### config.mk
export PLATFORM = sky130hd
export DESIGN_NAME = magic_length_deframer
export DESIGN_NICKNAME = d
export VERILOG_FILES = /design/src/hw/rtl/mld_pkg.sv /design/src/hw/rtl/mld_parser.sv /design/src/hw/rtl/mld_outbuf.sv /design/src/hw/rtl/magic_length_deframer.sv
export SDC_FILE = /design/constraint.sdc
export NUM_CORES = 1
export LEC_CHECK = 0
export BUFFER_PORTS_ARGS = -buffer_cell sky130_fd_sc_hd__clkbuf_2
export CORE_MARGIN = 1.5
export CORE_UTILIZATION = 60
export DETAILED_ROUTE_END_ITERATION = 6
export GPL_TIMING_DRIVEN = 0
export PLACE_DENSITY_LB_ADDON = 0.05
export SLEW_MARGIN = 20
export SYNTH_ARGS = -nofsm -noshare
export SYNTH_HDL_FRONTEND = slang
export SYNTH_SLANG_ARGS = --single-unit
### constraint.sdc
create_clock -name clk -period 5.47 [get_ports clk]
set_input_delay 1.641 -clock clk [delete_from_list [all_inputs] [get_ports clk]]
set_output_delay 1.641 -clock clk [all_outputs]
set_load 0.005 [all_outputs]
### src/hw/rtl/mld_pkg.sv
// Shared types and constants for the magic/length deframer.
// No dependencies; imported by the parser, the output buffer, the top and the testbench.
package mld_pkg;

	localparam logic [7:0]  SYNC_FIRST      = 8'h94;
	localparam logic [7:0]  SYNC_SECOND     = 8'hC3;
	localparam logic [15:0] MAX_PAYLOAD_RST = 16'd512;

	// One outgoing word as produced by the parser.
	typedef struct packed {
		logic [7:0] payload_byte;
		logic       frame_first;
		logic       frame_last;
		logic       frame_empty;
	} mld_result_t;

endpackage

### src/hw/rtl/mld_parser.sv
// Header parser: sync hunt, length capture and payload counting.
// Depends on mld_pkg for sync constants and the result struct.
module mld_parser import mld_pkg::*; (
	input  logic        clk,
	input  logic        arst_n,
	input  logic        accept,
	input  logic [7:0]  rx_byte,
	input  logic [15:0] max_payload,
	output logic        res_valid,
	output mld_result_t res
);

	typedef enum logic [2:0] {
		PH_HUNT      = 3'd0,
		PH_GOT_FIRST = 3'd1,
		PH_LEN_HIGH  = 3'd2,
		PH_LEN_LOW   = 3'd3,
		PH_PAY_FIRST = 3'd4,
		PH_PAY_REST  = 3'd5
	} phase_t;

	phase_t      phase_q, phase_d;
	logic [7:0]  len_high_q, len_high_d;
	logic [15:0] left_q, left_d;
	logic [15:0] len;
	logic        emit;

	assign len = {len_high_q, rx_byte};

	always_comb begin
		phase_d    = phase_q;
		len_high_d = len_high_q;
		left_d     = left_q;
		emit       = 1'b0;
		res        = '0;
		unique case (phase_q)
			PH_GOT_FIRST: begin
				if (rx_byte == SYNC_SECOND) begin
					phase_d = PH_LEN_HIGH;
				end else begin
					phase_d = (rx_byte == SYNC_FIRST) ? PH_GOT_FIRST : PH_HUNT;
				end
			end
			PH_LEN_HIGH: begin
				len_high_d = rx_byte;
				phase_d    = PH_LEN_LOW;
			end
			PH_LEN_LOW: begin
				if (len > max_payload) begin
					// false sync: rescan the two length bytes
					left_d = '0;
					if (len_high_q == SYNC_FIRST && rx_byte == SYNC_SECOND) begin
						phase_d = PH_LEN_HIGH;
					end else begin
						phase_d = (rx_byte == SYNC_FIRST) ? PH_GOT_FIRST : PH_HUNT;
					end
				end else if (len == '0) begin
					left_d            = '0;
					phase_d           = PH_HUNT;
					emit              = 1'b1;
					res.frame_first   = 1'b1;
					res.frame_last    = 1'b1;
					res.frame_empty   = 1'b1;
				end else begin
					left_d  = len;
					phase_d = PH_PAY_FIRST;
				end
			end
			PH_PAY_FIRST, PH_PAY_REST: begin
				left_d           = left_q - 16'd1;
				emit             = 1'b1;
				res.payload_byte = rx_byte;
				res.frame_first  = (phase_q == PH_PAY_FIRST);
				res.frame_last   = (left_q == 16'd1);
				phase_d          = (left_q == 16'd1) ? PH_HUNT : PH_PAY_REST;
			end
			default: begin
				phase_d = (rx_byte == SYNC_FIRST) ? PH_GOT_FIRST : PH_HUNT;
			end
		endcase
	end

	assign res_valid = accept & emit;

	always_ff @(posedge clk or negedge arst_n) begin
		if (!arst_n) begin
			phase_q    <= PH_HUNT;
			len_high_q <= '0;
			left_q     <= '0;
		end else if (accept) begin
			phase_q    <= phase_d;
			len_high_q <= len_high_d;
			left_q     <= left_d;
		end
	end

endmodule

### src/hw/rtl/mld_outbuf.sv
// Output register with a one-word skid stage.
// Depends on mld_pkg for the result struct.
module mld_outbuf import mld_pkg::*; (
	input  logic        clk,
	input  logic        arst_n,
	input  logic        in_valid,
	input  mld_result_t in_word,
	output logic        in_ready,
	output logic        out_valid,
	input  logic        out_ready,
	output mld_result_t out_word
);

	logic        out_valid_q, skid_valid_q;
	mld_result_t out_q, skid_q;

	assign in_ready  = ~skid_valid_q;
	assign out_valid = out_valid_q;
	assign out_word  = out_q;

	always_ff @(posedge clk or negedge arst_n) begin
		if (!arst_n) begin
			out_valid_q  <= 1'b0;
			skid_valid_q <= 1'b0;
		end else if (!out_valid_q || out_ready) begin
			if (skid_valid_q) begin
				out_valid_q  <= 1'b1;
				skid_valid_q <= 1'b0;
			end else begin
				out_valid_q <= in_valid;
			end
		end else if (in_valid) begin
			skid_valid_q <= 1'b1;
		end
	end

	// payload registers, no reset
	always_ff @(posedge clk) begin
		if (!out_valid_q || out_ready) begin
			out_q <= skid_valid_q ? skid_q : in_word;
		end
		if (out_valid_q && !out_ready && in_valid && !skid_valid_q) begin
			skid_q <= in_word;
		end
	end

endmodule

### src/hw/rtl/magic_length_deframer.sv
// Each payload byte or empty-frame marker is registered to m_*, via the skid word on a stall.
// Throughput: one input word per cycle; s_tready drops only while the skid word is held.
// The skid word fills only when a result arrives while the output word is stalled.
// Reset (arst_n low): parser returns to sync hunt, max_payload returns to 512, both output
// and skid words are emptied. Depends on mld_pkg, mld_parser and mld_outbuf.
module magic_length_deframer import mld_pkg::*; (
	input  logic        clk,
	input  logic        arst_n,
	// configuration: max_payload register
	input  logic        cfg_we,
	input  logic [15:0] cfg_wdata,
	// input stream
	input  logic        s_tvalid,
	output logic        s_tready,
	input  logic [7:0]  s_tdata,   // [7:0] rx_byte
	// output stream
	output logic        m_tvalid,
	input  logic        m_tready,
	output logic [7:0]  m_tdata,   // [7:0] payload_byte
	output logic        m_tlast,   // frame_last
	output logic [1:0]  m_tuser    // [0] frame_first, [1] frame_empty
);

	logic [15:0] max_payload_q;
	logic        accept;
	logic        res_valid;
	mld_result_t res;
	mld_result_t out_word;

	// Hold the maximum length; the user must write it only while the block is idle (not enforced here).
	always_ff @(posedge clk or negedge arst_n) begin
		if (!arst_n) begin
			max_payload_q <= MAX_PAYLOAD_RST;
		end else if (cfg_we) begin
			max_payload_q <= cfg_wdata;
		end
	end

	// Advance the parser on every accepted input word.
	assign accept = s_tvalid & s_tready;

	mld_parser u_parser (
		.clk         (clk),
		.arst_n      (arst_n),
		.accept      (accept),
		.rx_byte     (s_tdata),
		.max_payload (max_payload_q),
		.res_valid   (res_valid),
		.res         (res)
	);

	// Register results; the skid word absorbs one result while m_tready is low.
	mld_outbuf u_outbuf (
		.clk       (clk),
		.arst_n    (arst_n),
		.in_valid  (res_valid),
		.in_word   (res),
		.in_ready  (s_tready),
		.out_valid (m_tvalid),
		.out_ready (m_tready),
		.out_word  (out_word)
	);

	assign m_tdata = out_word.payload_byte;
	assign m_tlast = out_word.frame_last;
	assign m_tuser = {out_word.frame_empty, out_word.frame_first};

endmodule

==> results of run 1 <==
==> where the power goes <==
part           internal [mW]  total (mW)  switching, mW
sequential             0.647       0.717         0.0702
combinational          0.212       0.505          0.293
clock                  0.302       0.494          0.192
total                   1.16        1.72          0.556
==> worst paths after layout <==
check / cells past startpoint / startpoint / slack [ns] / endpoint
max: 6 / s_tdata[7] / 1.53 / u_outbuf.skid_q[10]
min: 2 / u_outbuf.skid_q[0] / 0.53 / u_outbuf.out_word[0]
max reg2reg: 7 / u_parser.len_high_q[7] / 2.44 / u_outbuf.skid_q[10]
min reg2reg: 2 / u_outbuf.skid_q[0] / 0.53 / u_outbuf.out_word[0]
max in group asynchronous: 1 / arst_n / 3.72 / u_parser.left_q[9]
min in group asynchronous: 1 / arst_n / 1.33 / max_payload_q[5]
==> layout make-up <==
type                       instances  area, um2
sequential                        67       1788
multi-input combinational        236       1590
fill                             435       1519
timing repair buffer              41      207.7
clock buffer                       9      123.9
clock inverter                     7      116.4
tap                               72      90.09
inverter                          22      82.58
buffer                            13      56.30
==> state kept, by name, indices dropped and copies added, names as in the netlist <==
name,flops
max_payload_q,16
u_parser.left_q,16
u_outbuf.out_word,11
u_outbuf.skid_q,11
u_parser.len_high_q,8
u_parser.phase_q,3
u_outbuf.out_valid,1
u_outbuf.skid_valid_q,1
==> synthesized netlist by cell type, types with 2 or more instances <==
cell type | n | area share, %
a211o_1 | 2 | 0.50
a21boi_0 | 2 | 0.43
a21o_1 | 8 | 1.7
a21oi_1 | 17 | 2.4
a221o_1 | 8 | 2.3
a22o_1 | 2 | 0.50
a32o_1 | 2 | 0.57
and2_1 | 7 | 1.2
clkbuf_1 | 12 | 1.3
dfrtp_1 | 44 | 31
edfxtp_1 | 22 | 19
ha_1 | 18 | 6.4
inv_1 | 22 | 2.3
mux2_2 | 17 | 5.4
nand2_1 | 33 | 3.5
nand2b_1 | 3 | 0.53
nand3_1 | 5 | 0.71
nand3b_1 | 2 | 0.43
nand4_1 | 4 | 0.71
nor2_1 | 21 | 2.2
nor2b_1 | 6 | 1.1
nor3_1 | 10 | 1.4
nor4_1 | 4 | 0.71
nor4b_1 | 2 | 0.50
o211ai_1 | 2 | 0.43
o21ai_0 | 32 | 4.6
o41ai_1 | 2 | 0.50
or2_4 | 2 | 0.50
or3_1 | 6 | 1.1
or4_1 | 4 | 0.85
==> cell families (layout without fill, tap and decap cells) <==
kind of cell	after synthesis	in the layout	share of synthesized area [%]
flops	67	67	50.84
simple gates	115	115	17.08
buf+inv	35	92	3.949
compound gates	85	85	16.01
fa+ha+maj	18	18	6.404
mux	18	18	5.727
==> routing by layer <==
layer	track usage (%)	part of all wire, %	vias to the layer above	wire length (um)
met2	44.15	47	103	3693
met1	36.57	43	1382	3425
li1	-	-	1339	-
met3	7.200	6.8	24	538
met4	16.14	3.4	0	268
met5	0	0	-	0
==> per-stage QoR <==
step / utilization (%) / area (um2) / total power, mW / hold WS (ns)
finish: 72.75 / 4055 / 1.716 / 0.5298
global route: 72.75 / 4055 / 1.819 / 0.5528
CTS: 72.75 / 4055 / 1.715 / 0.5306
detailed placement: 68.44 / 3815 / 1.218 / 0.5062
global placement: 68.40 / 3812 / 1.198 / 0.4982
floorplan: - / 3517 / 1.057 / 0.4708
==> worst max-delay path: cells and delay by family <==
family          cells  cell delay, ns
buf+inv             1            0.16
simple gates        4            1.87
compound gates      1            0.25
==> impl_metrics.json, run 1 <==
{
  "overflow": 0,
  "mostFrequentLayoutCell": "dfrtp_1",
  "path_cells": "clkbuf_2 -> or4_1 -> or4_1 -> or2_4 -> o21ai_0 -> and3_1",
  "drive_above_1_share_pct": 21.01,
  "clkTransAtPathRegs_ns": 0.07,
  "hold_violations": 0,
  "slowest_delay_ns": 0.54,
  "io_pins": 42,
  "rsz0062_at_grt": "false",
  "area.growth.synth_to_final_pct": 15.30,
  "tns_ns": 0,
  "netlist_instances": 338,
  "syn_area_mm2": 0.003517,
  "place_ws_ns": 1.215,
  "cts_sinks": 67,
  "leakage_nw": 1.889,
  "dp_hpwl_um": 5507,
  "grt_pass1_vias": 2915,
  "final_nets": 437,
  "min_period_ns": 3.941,
  "cp-start-kind": "input pin",
  "cts_setup_buffers": 0,
  "status": "finished clean",
  "diodes": 0,
  "slowest_stage": "or4_1",
  "synth_edf_count": 22,
  "grt_usage_pct": 28.57,
  "die_y_um": 79.56,
  "mostFrequentLayoutCells": "44 x dfrtp_1, 40 x clkbuf_2, 33 x nand2_1",
  "wirelength_um": 7925,
  "cp_common_cell": "or4_1",
  "cp-end-kind": "flip-flop",
  "clock-root-buffer": "clkbuf_8",
  "synth-seq-cells": 67,
  "die_width_um": 79.56,
  "maxCapViolCount": 0,
  "std_cell_rows": 27,
  "place_inst": 451,
  "path_class": "input pin to flip-flop",
  "initial_core_util_pct": 63.10,
  "worstSkewPairLatency_ns": 0.34,
  "drc": 0,
  "cts_buffer_depth": 2,
  "wl_per_cell_um": 16.97,
  "synth_cell_types": 47,
  "setup_viol": 0,
  "slew_headroom_pct": 36.85,
  "clock.fmax_ghz": 0.2538,
  "ant_nets": 0,
  "vias": 2848,
  "yosys_warnings": 0,
  "arrival_ns": 3.92,
  "gp_congestion": 0.9367,
  "worstPathRequired_ns": 5.45,
  "drt_iter0_drc": 263,
  "portBuffers": 41,
  "coreArea_mm2": 0.005574,
  "tritoncts": "built",
  "post-route-period-util_pct": 72.04,
  "grt_max_degree": 46,
  "cts.htree.levels": 3,
  "cts_resized": 0,
  "worst_slew_pin_slew_ns": 0.9447,
  "finalNonFillerCells": 467,
  "antenna_found_initial": 0,
  "async_flop_share_pct": 67.16,
  "die_area_mm2": 0.006330,
  "ys_seq_area_share_pct": 50.84,
  "dr.pass1.iters": 4,
  "vias_per_cell": 6.099,
  "synthFlopType": "dfrtp_1",
  "p_per_area_mw_per_mm2": 423.3,
  "maxSlewViolCount": 0,
  "syn_nets": 385,
  "avgSynthCellArea_um2": 10.41,
  "holdBufCountCts": 0,
  "grt_pass1_wl_um": 13590,
  "numCtsBuffers": 9,
  "skew_ns": 0.009756,
  "peakVddDrop_uv": 220.1,
  "cp_max_fo": 11,
  "finalWorstSetupSlack_ns": 1.529,
  "min_path_type": "flip-flop to flip-flop"
}
Note: power is estimated with default switching activity, not from simulation.
==> inputs of run 2 (changes only) <==
Settings changed: CORE_UTILIZATION 60 to 52.
Clock period 5.47 ns to 3.6 ns, I/O delays scaled along.
==> run 2 against run 1 <==
  * The run now ends with DRC left
  * Setup slack lost 1.3 ns
  * Sequential cell count is the same
  * Register-to-register slack lost 1.8 ns
  * Critical path type unchanged
  * Largest power group unchanged
  * Highest routed layer unchanged
==> impl_metrics.json, run 2 (synthesis gave the netlist of run 1 again) <==
{
  "p_per_area_mw_per_mm2": 617.6,
  "slowest_delay_ns": 0.56,
  "worstSkewPairLatency_ns": 0.35,
  "cts_sinks": 67,
  "path_cells": "clkbuf_2 -> or4_1 -> or4_1 -> or2_4 -> o21ai_0 -> and3_1",
  "initial_core_util_pct": 54.46,
  "final_util_pct": 62.13,
  "rsz0062_at_grt": "false",
  "largestRegisters": "max_payload_q x16, u_parser.left_q x16",
  "numCtsBuffers": 9,
  "finalWorstSetupSlack_ns": 0.2045,
  "coreArea_mm2": 0.006459,
  "drt_iter0_drc": 202,
  "skew_ns": 0.01143,
  "finalNonFillerCells": 472,
  "grt_max_degree": 46,
  "cp_common_cell": "or4_1",
  "slowest_stage": "or4_1",
  "dr.pass1.iters": 7,
  "clock.fmax_ghz": 0.2945,
  "wl_per_cell_um": 16.82,
  "worst_slew_pin_slew_ns": 1.013,
  "hold_violations": 0,
  "final_nets": 437,
  "grt_pass1_wl_um": 13270,
  "peakVddDrop_uv": 229.3,
  "maxSlewViolCount": 0,
  "vias_per_cell": 5.811,
  "worstPathRequired_ns": 3.59,
  "cts.htree.levels": 3,
  "ant_nets": 0,
  "slew_headroom_pct": 32.32,
  "antenna_found_initial": 0,
  "die_area_mm2": 0.007266,
  "io_pins": 42,
  "crit_buf_inv": 1,
  "wl_met1_um": 3696,
  "top_layer": "met4",
  "drc": 1,
  "violations": "DRC",
  "grt_usage_pct": 24.02,
  "cts_resized": 0,
  "status": "finished, violations left",
  "gp_congestion": 0.8906,
  "holdBufCountCts": 0,
  "leakage_nw": 1.862,
  "min_period_ns": 3.395,
  "dr_wl_met3_um": 400,
  "path_class": "input pin to flip-flop",
  "mostFrequentLayoutCell": "dfrtp_1",
  "min_path_type": "flip-flop to flip-flop",
  "cts_setup_buffers": 0,
  "vias": 2743,
  "fillers": 558,
  "die_y_um": 85.24,
  "mostFrequentLayoutCells": "44 x dfrtp_1, 40 x clkbuf_2, 33 x nand2_1",
  "arrival_ns": 3.38,
  "cp_max_fo": 11,
  "wirelength_um": 7939,
  "cts_buffer_depth": 2,
  "post-route-period-util_pct": 94.32,
  "portBuffers": 41,
  "die_width_um": 85.24,
  "place_ws_ns": -0.1606,
  "overflow": 0,
  "area.growth.synth_to_final_pct": 14.09,
  "met2_wirelength_um": 3674,
  "grt_pass1_vias": 2606,
  "std_cell_rows": 29,
  "cp-end-kind": "flip-flop",
  "cp-start-kind": "input pin",
  "diodes": 0,
  "clkTransAtPathRegs_ns": 0.07,
  "tritoncts": "built",
  "setup_viol": 0,
  "cpLargestDelayFamily": "simple AND/OR/NAND/NOR gates",
  "place_inst": 456,
  "rrSetupSlack_ns": 0.63,
  "clock-root-buffer": "clkbuf_8",
  "drive_above_1_share_pct": 21.01,
  "dp_hpwl_um": 5505,
  "maxCapViolCount": 0
}
run 2: per-layer routing:
metal / vias to the layer above / GRT usage (%)
met3: 19 / 6.031
met1: 1303 / 32.32
met2: 86 / 36.58
li1: 1335 / -
met4: 0 / 11.33
met5: - / 0
run 2: tightest hold or removal path, stage by stage (launching register included):
cell,delay (ns)
dfstp_2,0.36
inv_1,0.06
o21ai_0,0.09
run 2: area by class of cell:
| cell class | count | area, um2 | share of cell area [%] |
|---|---|---|---|
| buffer | 13 | 56.30 | 1.403 |
| clock buffer | 9 | 123.9 | 3.087 |
| clock inverter | 7 | 67.56 | 1.684 |
| inverter | 22 | 82.58 | 2.058 |
| multi-input combinational | 236 | 1590 | 39.63 |
| sequential | 67 | 1788 | 44.56 |
| tap | 77 | 96.34 | 2.401 |
| timing repair buffer | 41 | 207.7 | 5.176 |
run 2: per-stage QoR:
stage | power, mW | hold slack (ns) | area [um2] | TNS, ns
6_report | 2.478 | 0.5192 | 4013 | 0
4_1_cts | 2.480 | 0.5250 | 4013 | 0
2_1_floorplan | 1.606 | 0.4708 | 3517 | 0
3_3_place_gp | 1.834 | 0.4998 | 3819 | -1.258
3_5_place_dp | 1.857 | 0.5026 | 3821 | -1.762
5_1_grt | 2.635 | 0.5578 | 4013 | 0
run 2: path summary, 6_finish.rpt:
path | startpoint | endpoint | cells past startpoint
worst min-delay path | max_payload_q[9] | max_payload_q[9] | 2
min in group asynchronous | arst_n | max_payload_q[2] | 1
worst max-delay path | s_tdata[7] | u_outbuf.skid_q[1] | 6
worst min register to register | max_payload_q[9] | max_payload_q[9] | 2
worst max register to register | u_parser.len_high_q[7] | u_outbuf.skid_q[1] | 7
max in group asynchronous | arst_n | u_outbuf.skid_valid_q | 1
run 2: power breakdown:
group	switching (mW)	internal [mW]
Sequential	0.103	0.982
Combinational	0.444	0.322
Clock	0.309	0.317
Total	0.857	1.62
